$ cat config.mk
export PLATFORM = sky130hd
export DESIGN_NAME = indirect_jump_operand_decoder
export DESIGN_NICKNAME = d
export VERILOG_FILES = /design/src/design/ijod_pkg.sv /design/src/design/indirect_jump_operand_decoder.sv /design/src/design/ijod_front.sv /design/src/design/ijod_queue.sv /design/src/design/ijod_back.sv
export VERILOG_INCLUDE_DIRS = /design/src /design/src/design
export SDC_FILE = /design/constraint.sdc
export NUM_CORES = 1
export LEC_CHECK = 0
export BUFFER_PORTS_ARGS = -buffer_cell sky130_fd_sc_hd__buf_4
export CAP_MARGIN = 20
export CORE_MARGIN = 2
export CORE_UTILIZATION = 45
export DETAILED_ROUTE_END_ITERATION = 16
export PLACE_DENSITY = 0.73
export SLEW_MARGIN = 40
export SYNTH_ARGS = -nofsm -noshare
export SYNTH_HDL_FRONTEND = slang
export SYNTH_SLANG_ARGS = --single-unit
$ cat constraint.sdc
create_clock -name clk_i -period 8.1 [get_ports clk_i]
set_clock_uncertainty 0.1 [all_clocks]
set_input_delay 1.62 -clock clk_i [delete_from_list [all_inputs] [get_ports clk_i]]
set_output_delay 1.62 -clock clk_i [all_outputs]
set_load 0.03 [all_outputs]
$ cat src/design/indirect_jump_operand_decoder_assert.svh
// Assertion macros shared by the indirect jump operand decoder.
`ifndef INDIRECT_JUMP_OPERAND_DECODER_ASSERT_SVH
`define INDIRECT_JUMP_OPERAND_DECODER_ASSERT_SVH
`ifndef ASSERT_OFF
// Same-cycle implication under an active-low reset.
`define IJOD_ASSERT_IMPL(label, clk, rst_n, ante, cons) \
  label: assert property (@(posedge clk) disable iff (!rst_n) (ante) |-> (cons)) \
    else $error("ijod assertion failed");
// Next-cycle implication under an active-low reset.
`define IJOD_ASSERT_NEXT(label, clk, rst_n, ante, cons) \
  label: assert property (@(posedge clk) disable iff (!rst_n) (ante) |=> (cons)) \
    else $error("ijod assertion failed");
`else
`define IJOD_ASSERT_IMPL(label, clk, rst_n, ante, cons)
`define IJOD_ASSERT_NEXT(label, clk, rst_n, ante, cons)
`endif
`endif

$ cat src/design/ijod_pkg.sv
// Types, constants and helper functions of the indirect jump operand decoder.
package ijod_pkg;

  localparam int WinBytesMax    = 15;
  localparam int MaxPrefixesDef = 4;
  localparam int WinBytesDef    = 15;
  localparam int QueueDepthDef  = 2;
  // Bytes kept after the opcode: ModRM, SIB and four displacement bytes.
  localparam int ExtBytes       = 6;

  localparam logic [7:0] OpcJmpInd = 8'hFF;
  localparam logic [7:0] PfxCs     = 8'h2E;
  localparam logic [7:0] PfxEs     = 8'h26;
  localparam logic [7:0] PfxSs     = 8'h36;
  localparam logic [7:0] PfxDs     = 8'h3E;
  localparam logic [7:0] PfxFs     = 8'h64;
  localparam logic [7:0] PfxGs     = 8'h65;
  localparam logic [7:0] PfxOpSize = 8'h66;
  localparam logic [7:0] PfxAdSize = 8'h67;
  localparam logic [7:0] PfxLock   = 8'hF0;
  localparam logic [7:0] PfxRepne  = 8'hF2;
  localparam logic [7:0] PfxRep    = 8'hF3;

  localparam logic [2:0] RegJmpNear = 3'd4;
  localparam logic [2:0] RmSib      = 3'd4;
  localparam logic [2:0] RmDisp32   = 3'd5;
  localparam logic [2:0] IdxNone    = 3'd4;
  localparam logic [1:0] ModNoDisp  = 2'd0;
  localparam logic [1:0] ModDisp8   = 2'd1;
  localparam logic [1:0] ModDisp32  = 2'd2;
  localparam logic [1:0] ModReg     = 2'd3;

  typedef enum logic [2:0] {
    ST_NOT_FF4    = 3'd0,
    ST_RESOLVED   = 3'd1,
    ST_TRUNCATED  = 3'd2,
    ST_ADDR_SIZE  = 3'd3,
    ST_SEGMENT    = 3'd4
  } status_e;

  typedef struct packed {
    logic [63:0] bytes_low;
    logic [55:0] bytes_high;
    logic [3:0]  window_length;
  } in_req_t;

  typedef struct packed {
    status_e     status;
    logic        reg_operand;
    logic [2:0]  target_reg;
    logic        base_present;
    logic [2:0]  base_reg;
    logic        index_present;
    logic [2:0]  index_reg;
    logic [3:0]  scale_factor;
    logic        disp_present;
    logic [31:0] displacement;
    logic [3:0]  instr_size;
    logic        cs_override;
  } out_rsp_t;

  // Classified request handed from the front end to the back end.
  typedef struct packed {
    status_e                   status;   // final unless ST_RESOLVED
    logic [3:0]                pos;      // opcode position
    logic [3:0]                avail;    // valid bytes after ModRM
    logic                      has_seg;  // a segment override was seen (CS if resolved)
    logic [ExtBytes-1:0][7:0]  ext;      // ModRM first
  } front_t;

  function automatic logic is_legacy_prefix(input logic [7:0] b);
    return b inside {PfxLock, PfxRepne, PfxRep, PfxCs, PfxSs, PfxDs, PfxEs,
                     PfxFs, PfxGs, PfxOpSize, PfxAdSize};
  endfunction

  function automatic logic is_seg_prefix(input logic [7:0] b);
    return b inside {PfxCs, PfxEs, PfxSs, PfxDs, PfxFs, PfxGs};
  endfunction

endpackage

$ cat src/design/indirect_jump_operand_decoder.sv
// Top level of the indirect near jump operand decoder.
//
//   channel | direction | handshake               | payload
//   --------+-----------+-------------------------+----------------------
//   in      | request   | in_valid_i / in_stall_o | in_req_i  (in_req_t)
//   out     | result    | out_valid_o/out_stall_i | out_rsp_o (out_rsp_t)
//
// A request passes the queue, then the output register: the front end
// classifies it in the accepting cycle and writes it into the queue, and the
// back end decodes it into the output register on the next edge it can.
// One request per cycle is sustained while the output is not stalled; the
// queue depth sets how many requests are absorbed during an output stall.
// Reset empties the queue and the output register; no clearing pass runs.
`include "indirect_jump_operand_decoder_assert.svh"

module indirect_jump_operand_decoder #(
  parameter int MaxPrefixes = ijod_pkg::MaxPrefixesDef,
  parameter int WindowBytes = ijod_pkg::WinBytesDef,
  parameter int QueueDepth  = ijod_pkg::QueueDepthDef
) (
  input  logic               clk_i,
  input  logic               rst_ni,
  input  logic               in_valid_i,
  output logic               in_stall_o,
  input  ijod_pkg::in_req_t  in_req_i,
  output logic               out_valid_o,
  input  logic               out_stall_i,
  output ijod_pkg::out_rsp_t out_rsp_o
);

  ijod_pkg::front_t front_w;
  ijod_pkg::front_t q_data_w;
  logic             q_full_w;
  logic             q_valid_w;
  logic             q_pop_w;
  logic             in_accept_w;

  // The front end is purely combinational; its result goes straight into
  // the queue, so the input stalls only while the queue is full.
  assign in_stall_o  = q_full_w;
  assign in_accept_w = in_valid_i && !q_full_w;

  ijod_front #(
    .MaxPrefixes (MaxPrefixes),
    .WindowBytes (WindowBytes)
  ) u_front (
    .req_i   (in_req_i),
    .front_o (front_w)
  );

  ijod_queue #(
    .Depth (QueueDepth)
  ) u_queue (
    .clk_i       (clk_i),
    .rst_ni      (rst_ni),
    .push_i      (in_accept_w),
    .push_data_i (front_w),
    .pop_i       (q_pop_w),
    .full_o      (q_full_w),
    .valid_o     (q_valid_w),
    .pop_data_o  (q_data_w)
  );

  // The back end pulls from the queue whenever its output register is free
  // or is being emptied in the same cycle.
  ijod_back u_back (
    .clk_i        (clk_i),
    .rst_ni       (rst_ni),
    .item_valid_i (q_valid_w),
    .item_i       (q_data_w),
    .item_pop_o   (q_pop_w),
    .out_valid_o  (out_valid_o),
    .out_stall_i  (out_stall_i),
    .out_rsp_o    (out_rsp_o)
  );

  // Anything but a resolved status carries all-zero operand fields.
  `IJOD_ASSERT_IMPL(a_unresolved_zero, clk_i, rst_ni,
    out_valid_o && out_rsp_o.status != ijod_pkg::ST_RESOLVED,
    !out_rsp_o.reg_operand && out_rsp_o.target_reg == '0 &&
    !out_rsp_o.base_present && out_rsp_o.base_reg == '0 &&
    !out_rsp_o.index_present && out_rsp_o.index_reg == '0 &&
    out_rsp_o.scale_factor == '0 && !out_rsp_o.disp_present &&
    out_rsp_o.displacement == '0 && out_rsp_o.instr_size == '0 &&
    !out_rsp_o.cs_override)

  // A register target never carries memory operand fields.
  `IJOD_ASSERT_IMPL(a_reg_form_no_mem, clk_i, rst_ni,
    out_valid_o && out_rsp_o.reg_operand,
    !out_rsp_o.base_present && !out_rsp_o.index_present &&
    out_rsp_o.scale_factor == '0 && !out_rsp_o.disp_present)

  // The input only stalls while the queue holds requests.
  `IJOD_ASSERT_IMPL(a_stall_needs_queue, clk_i, rst_ni,
    in_stall_o,
    q_valid_w)

  // A request entering an idle block reaches the output through the queue and the output register without waiting.
  `IJOD_ASSERT_NEXT(a_idle_latency, clk_i, rst_ni,
    in_accept_w && !q_valid_w && !out_valid_o,
    ##1 out_valid_o)

endmodule

$ cat src/design/ijod_front.sv
// Front end: prefix scan, opcode and ModRM checks, operand byte alignment.
module ijod_front #(
  parameter int MaxPrefixes = ijod_pkg::MaxPrefixesDef,
  parameter int WindowBytes = ijod_pkg::WinBytesDef
) (
  input  ijod_pkg::in_req_t  req_i,
  output ijod_pkg::front_t   front_o
);

  logic [7:0] win_w [ijod_pkg::WinBytesMax];
  logic [ijod_pkg::WinBytesMax-1:0] pre_w;
  logic [3:0] len_w;
  logic [3:0] pos_w;
  logic       has_seg_w;
  logic       seg_cs_w;
  logic       addr67_w;
  logic [7:0] opc_w;
  logic [ijod_pkg::ExtBytes-1:0][7:0] ext_w;
  logic [4:0] pos1_w;

  always_comb begin
    for (int i = 0; i < 8; i++) begin
      win_w[i] = req_i.bytes_low[8*i +: 8];
    end
    for (int i = 8; i < ijod_pkg::WinBytesMax; i++) begin
      win_w[i] = req_i.bytes_high[8*(i-8) +: 8];
    end
  end

  assign len_w = (req_i.window_length > 4'(WindowBytes)) ? 4'(WindowBytes)
                                                         : req_i.window_length;

  always_comb begin
    for (int i = 0; i < ijod_pkg::WinBytesMax; i++) begin
      pre_w[i] = ijod_pkg::is_legacy_prefix(win_w[i]) && (4'(i) < len_w);
    end
  end

  // Opcode sits at the first non-prefix byte, or after the prefix limit.
  always_comb begin
    pos_w = 4'(MaxPrefixes);
    for (int i = MaxPrefixes - 1; i >= 0; i--) begin
      if (!pre_w[i]) begin
        pos_w = 4'(i);
      end
    end
  end

  // The last segment override wins.
  always_comb begin
    has_seg_w = 1'b0;
    seg_cs_w  = 1'b0;
    addr67_w  = 1'b0;
    for (int i = 0; i < MaxPrefixes; i++) begin
      if (4'(i) < pos_w) begin
        if (ijod_pkg::is_seg_prefix(win_w[i])) begin
          has_seg_w = 1'b1;
          seg_cs_w  = (win_w[i] == ijod_pkg::PfxCs);
        end
        if (win_w[i] == ijod_pkg::PfxAdSize) begin
          addr67_w = 1'b1;
        end
      end
    end
  end

  assign pos1_w = {1'b0, pos_w} + 5'd1;
  assign opc_w  = win_w[pos_w];

  always_comb begin
    logic [4:0] idx;
    for (int k = 0; k < ijod_pkg::ExtBytes; k++) begin
      idx = pos1_w + 5'(k);
      ext_w[k] = (idx < 5'(ijod_pkg::WinBytesMax)) ? win_w[idx[3:0]] : 8'h00;
    end
  end

  always_comb begin
    if (pos_w >= len_w || opc_w != ijod_pkg::OpcJmpInd) begin
      front_o.status = ijod_pkg::ST_NOT_FF4;
    end else if (pos1_w >= {1'b0, len_w}) begin
      front_o.status = ijod_pkg::ST_TRUNCATED;
    end else if (ext_w[0][5:3] != ijod_pkg::RegJmpNear) begin
      front_o.status = ijod_pkg::ST_NOT_FF4;
    end else if (addr67_w) begin
      front_o.status = ijod_pkg::ST_ADDR_SIZE;
    end else if (has_seg_w && !seg_cs_w) begin
      front_o.status = ijod_pkg::ST_SEGMENT;
    end else begin
      front_o.status = ijod_pkg::ST_RESOLVED;
    end
    front_o.pos     = pos_w;
    front_o.avail   = len_w - pos_w - 4'd2;
    front_o.has_seg = has_seg_w;
    front_o.ext     = ext_w;
  end

endmodule

$ cat src/design/ijod_queue.sv
// Short request queue between the front end and the back end.
module ijod_queue #(
  parameter int Depth = ijod_pkg::QueueDepthDef
) (
  input  logic              clk_i,
  input  logic              rst_ni,
  input  logic              push_i,
  input  ijod_pkg::front_t  push_data_i,
  input  logic              pop_i,
  output logic              full_o,
  output logic              valid_o,
  output ijod_pkg::front_t  pop_data_o
);

  localparam int PtrW = (Depth > 1) ? $clog2(Depth) : 1;
  localparam int CntW = $clog2(Depth + 1);

  ijod_pkg::front_t mem_q [Depth];
  logic [PtrW-1:0] wr_ptr_q, wr_ptr_d;
  logic [PtrW-1:0] rd_ptr_q, rd_ptr_d;
  logic [CntW-1:0] count_q, count_d;

  assign full_o     = (count_q == CntW'(Depth));
  assign valid_o    = (count_q != '0);
  assign pop_data_o = mem_q[rd_ptr_q];

  always_comb begin
    wr_ptr_d = wr_ptr_q;
    rd_ptr_d = rd_ptr_q;
    count_d  = count_q;
    if (push_i) begin
      wr_ptr_d = (wr_ptr_q == PtrW'(Depth - 1)) ? '0 : wr_ptr_q + 1'b1;
    end
    if (pop_i) begin
      rd_ptr_d = (rd_ptr_q == PtrW'(Depth - 1)) ? '0 : rd_ptr_q + 1'b1;
    end
    if (push_i && !pop_i) begin
      count_d = count_q + 1'b1;
    end else if (pop_i && !push_i) begin
      count_d = count_q - 1'b1;
    end
  end

  always_ff @(posedge clk_i or negedge rst_ni) begin
    if (!rst_ni) begin
      wr_ptr_q <= '0;
      rd_ptr_q <= '0;
      count_q  <= '0;
    end else begin
      wr_ptr_q <= wr_ptr_d;
      rd_ptr_q <= rd_ptr_d;
      count_q  <= count_d;
    end
  end

  always_ff @(posedge clk_i) begin
    if (push_i) begin
      mem_q[wr_ptr_q] <= push_data_i;
    end
  end

endmodule

$ cat src/design/ijod_back.sv
// Back end: ModRM, SIB and displacement decode into the output register.
module ijod_back (
  input  logic               clk_i,
  input  logic               rst_ni,
  input  logic               item_valid_i,
  input  ijod_pkg::front_t   item_i,
  output logic               item_pop_o,
  output logic               out_valid_o,
  input  logic               out_stall_i,
  output ijod_pkg::out_rsp_t out_rsp_o
);

  logic               out_valid_q, out_valid_d;
  ijod_pkg::out_rsp_t rsp_q, rsp_w;

  logic [1:0] mod_w;
  logic [2:0] rm_w;
  logic [7:0] sib_w;
  logic       has_sib_w;
  logic       mem_w;
  logic       base_p_w;
  logic       absolute_w;
  logic [2:0] dlen_w;
  logic [3:0] need_w;
  logic [31:0] disp_w;
  logic [3:0] size_w;

  assign mod_w     = item_i.ext[0][7:6];
  assign rm_w      = item_i.ext[0][2:0];
  assign sib_w     = item_i.ext[1];
  assign mem_w     = (mod_w != ijod_pkg::ModReg);
  assign has_sib_w = mem_w && (rm_w == ijod_pkg::RmSib);

  always_comb begin
    if (has_sib_w) begin
      base_p_w = !(mod_w == ijod_pkg::ModNoDisp && sib_w[2:0] == ijod_pkg::RmDisp32);
    end else begin
      base_p_w = !(mod_w == ijod_pkg::ModNoDisp && rm_w == ijod_pkg::RmDisp32);
    end
    absolute_w = (mod_w == ijod_pkg::ModNoDisp) &&
                 (rm_w == ijod_pkg::RmDisp32 || (has_sib_w && !base_p_w));
    if (mod_w == ijod_pkg::ModDisp8) begin
      dlen_w = 3'd1;
    end else if (mod_w == ijod_pkg::ModDisp32 || absolute_w) begin
      dlen_w = 3'd4;
    end else begin
      dlen_w = 3'd0;
    end
    need_w = {3'b000, has_sib_w} + {1'b0, dlen_w};
    if (has_sib_w) begin
      disp_w = (dlen_w == 3'd1) ? {{24{item_i.ext[2][7]}}, item_i.ext[2]}
                                : {item_i.ext[5], item_i.ext[4], item_i.ext[3],
                                   item_i.ext[2]};
    end else begin
      disp_w = (dlen_w == 3'd1) ? {{24{item_i.ext[1][7]}}, item_i.ext[1]}
                                : {item_i.ext[4], item_i.ext[3], item_i.ext[2],
                                   item_i.ext[1]};
    end
    size_w = item_i.pos + 4'd2 + need_w;
  end

  always_comb begin
    rsp_w = '0;
    if (item_i.status != ijod_pkg::ST_RESOLVED) begin
      rsp_w.status = item_i.status;
    end else if (need_w > item_i.avail) begin
      rsp_w.status = ijod_pkg::ST_TRUNCATED;
    end else begin
      rsp_w.status        = ijod_pkg::ST_RESOLVED;
      rsp_w.reg_operand   = !mem_w;
      rsp_w.target_reg    = rm_w;
      rsp_w.instr_size    = size_w;
      rsp_w.cs_override   = item_i.has_seg;
      if (mem_w) begin
        rsp_w.base_present = base_p_w;
        rsp_w.base_reg     = has_sib_w ? sib_w[2:0] : rm_w;
        if (has_sib_w) begin
          rsp_w.index_reg     = sib_w[5:3];
          rsp_w.index_present = (sib_w[5:3] != ijod_pkg::IdxNone);
          rsp_w.scale_factor  = 4'd1 << sib_w[7:6];
        end
        if (dlen_w != 3'd0) begin
          rsp_w.disp_present = 1'b1;
          rsp_w.displacement = disp_w;
        end
      end
    end
  end

  assign item_pop_o  = item_valid_i && (!out_valid_q || !out_stall_i);
  assign out_valid_d = item_pop_o || (out_valid_q && out_stall_i);

  always_ff @(posedge clk_i or negedge rst_ni) begin
    if (!rst_ni) begin
      out_valid_q <= 1'b0;
    end else begin
      out_valid_q <= out_valid_d;
    end
  end

  always_ff @(posedge clk_i) begin
    if (item_pop_o) begin
      rsp_q <= rsp_w;
    end
  end

  assign out_valid_o = out_valid_q;
  assign out_rsp_o   = rsp_q;

endmodule

==> metrics.md <==
| Metric | Value |
|---|---|
| Remaining DRCs | `0` |
| Cell with the most instances after synthesis | `edfxtp_1` |
| Cts-stage hold buffer count | `0` |
| Vias in the first global route | `10.5k` |
| Share of cells above drive strength 1 | `0.279` |
| Synth Cell Area | `0.0130 mm²` |
| Fraction of registers with async set/reset | `0.0287` |
| Crit Path Max Fanout | `20` |
| Clock transition at path regs | `0.06 ns` |
| Synth Instances | `1149` |
| CTS sink count | `174` |
| Total number of vias | `11.1k` |
| Nets@finish | `1460` |
| PD cells | `251 mW/mm²` |
| Minimum clock period | `6.56 ns` |
| Setup_tns | `0 ns` |
| DR pass1 iterations | `7` |
| CP max stage cell | `o32ai_1` |
| Final Max Slew Viols | `0` |
| Gates resized, CTS repair | `0` |
| Worst Hold Class | `flip-flop to flip-flop` |
| Diode count | `0` |
| Chip height | `174 µm` |
| Worst-Margin Slew | `0.793 ns` |
| Die Footprint | `0.0302 mm²` |
| Worst path max stage delay | `0.76 ns` |
| CTS Buf Count | `17` |
| Cell family with most CP delay | `compound AO/OA/AOI/OAI gates` |
| Maximum VDD drop | `193 µV` |
| H-tree Lvls | `4` |
| Yosys warns | `0` |
| Cell Chain, Critical Path | `buf_4, and4b_1, o311ai_2, a21oi_1, a32o_1, nor2_8, inv_4, ha_1, inv_1, ha_1, ha_1, ha_1, a32oi_1, nand2_1, o32ai_1` |
| Critical path data arrival time | `6.57 ns` |
| Top FF cell, synth | `edfxtp_1` |
| Core ar. | `0.0285 mm²` |
| Clock Root Buffer | `clkbuf_16` |
| Setup bufs post-CTS | `0` |
| Drt wl/cell | `24.8 µm` |
| Fmax | `152 MHz` |
| Top cells by count, synth | `edfxtp_1 (169), mux2i_1 (98), nor2_1 (96), mux4_2 (77), nand2_1 (60)` |
| Post-synth EDFFs | `169` |
| Cell Rows | `62` |
| Fillers | `2523` |
| Hold Violations, Final | `0` |
| Routed wire length | `42100 µm` |
| Startpoint types | `input pin` |
| Sequential share of the synthesized area | `0.401` |
| Largest net degree at the start of global routing | `68` |
| Reg2Reg Depth | `17` |
| Synth unique cells | `80` |
| Area Overhead vs Synth | `18.4%` |
| Starting Density | `0.454` |
| Most used cell along the critical path | `ha_1` |
| Worst hold path depth | `2` |
| CTS Buffer Depth | `2` |
| Slew margin rel. | `0.471` |
| Post-DP HPWL | `32300 µm` |
| Period Utilization, post-route | `0.810` |
| Antenna violations before repair | `1` |
| Yosys top cell by area | `edfxtp_1` |
| #FFs+latches synth | `174` |
| Yosys top cell area share | `0.392` |
| Required @ worst endpoint | `8.11 ns` |
| Final setup fails | `0` |
| TritonCTS clock tree | `built` |
| Detail Route Antenna Nets | `0` |
| Leakage power | `6.11 nW` |
| Status | `complete, no violations` |
| Die X | `174 µm` |
| Largest cells by area after synthesis | `edfxtp_1 (39%), mux4_2 (13%), mux2i_1 (7.6%), ha_1 (2.9%), nor2_1 (2.8%)` |
| Remaining Overflow, GRT | `0` |
| Num ports | `187` |
| Crit path buf inv count | `3` |
| CP Capture Type | `flip-flop` |
| First-pass GRT wire length | `64000 µm` |
| Average cell area after synthesis | `11.3 µm²` |
| Total GRT Usage | `0.278` |
| Fin util | `0.537` |
| Max cap viols | `0` |
| WS Path Type | `input pin to flip-flop` |
| Clk Latency, worst-skew pair | `0.42 ns` |
| Unrepaired setup endpoints after global routing | `no` |
| Gpl congestion | `0.994` |
| Vias per cell | `6.53` |
| Port bufs | `186` |
| Cell depth of the worst setup path | `15` |
| DRT iter0 DRCs | `1196` |
-- state kept, by name (all words and copies together), names as in the netlist --
name,flops
u_queue.count_q,2
u_back.out_valid_o,1
u_queue.wr_ptr_q,1
u_queue.mem_q,112
u_queue.rd_ptr_q,1
u_back.out_rsp_o,57
-- layer usage --
layer | share of wire | wire, µm | track usage
met1 | 0.41 | 17100 | 0.395
met2 | 0.45 | 19000 | 0.427
met3 | 0.099 | 4160 | 0.0461
met4 | 0.043 | 1800 | 0.110
met5 | 0 | 0 | 0
-- worst reg2reg max path: stages, from the launching register on --
cell and delay [ns]:
dfrtp_4 0.63, mux2i_1 0.48, inv_1 0.11, nand2_1 0.14, nand3_1 0.12, inv_2 0.44, ha_1 0.34, inv_1 0.06
ha_1 0.13, inv_1 0.03, a21o_1 0.16, a21oi_1 0.13, a311oi_1 0.07, or3_1 0.56, nand2b_1 0.28, a21o_1 0.18
buf_4 0.23, nor3_1 0.41
-- per-stage QoR --
stage	cell area (µm²)	std cells	hold slack (ns)	power [mW]	setup WS, ns
2_1_floorplan	13000	1152	0.361	2.48	1.17
5_1_grt	15300	1696	0.436	4.04	1.18
3_3_place_gp	14700	1665	0.381	2.98	1.37
4_1_cts	15300	1696	0.414	3.87	1.70
3_5_place_dp	14700	1665	0.400	3.01	1.27
6_report	15300	1696	0.410	3.85	1.54
-- placed cells by master (no fill, tap or decap), types with 29 or more instances in the layout --
cell type / count
a21oi_1: 52
buf_4: 207
edfxtp_1: 169
ha_1: 29
inv_1: 38
mux2i_1: 98
mux4_2: 77
nand2_1: 60
nand3_1: 46
nor2_1: 95
nor3_1: 40
o21ai_0: 36
-- where the power goes --
part           switching [mW]  internal (mW)
registers               0.107           1.33
clock network           0.337          0.522
logic                   0.983          0.571
total                    1.43           2.43
-- worst paths after layout --
check / from / end / slack [ns]
max: in_req_i[78] / u_queue.mem_q[0][22]$_DFFE_PP_ / 1.54
min: u_back.out_valid_o$_DFF_PN0_ / u_back.out_valid_o$_DFF_PN0_ / 0.41
max reg2reg: u_queue.rd_ptr_q$_DFFE_PN0P_ / u_back.out_rsp_o[34]$_SDFFCE_PP0P_ / 3.24
min reg2reg: u_back.out_valid_o$_DFF_PN0_ / u_back.out_valid_o$_DFF_PN0_ / 0.41
max in group asynchronous: rst_ni / u_queue.rd_ptr_q$_DFFE_PN0P_ / 6.89
min in group asynchronous: rst_ni / u_back.out_valid_o$_DFF_PN0_ / 0.89
-- cells by family after synthesis --
logic type	synth area share
flip-flops	0.401
AND/OR/NAND/NOR	0.135
adder cells (fa/ha/maj)	0.0321
multiplexers	0.247
buffers and inverters	0.0418
AO/OA/AOI/OAI	0.134
other	0.000289
XOR/XNOR	0.00879
-- layout make-up --
cell class	count	area, µm²	share of cell area
multi-input cells	854	7260	0.473
flip-flops and latches	174	5200	0.339
repair buffers	210	1600	0.104
well taps	384	480	0.0313
clock buffers	17	425	0.0277
clock inverters	14	204	0.0133
inverters	43	166	0.0108
Power figures use the tool's default switching activity.
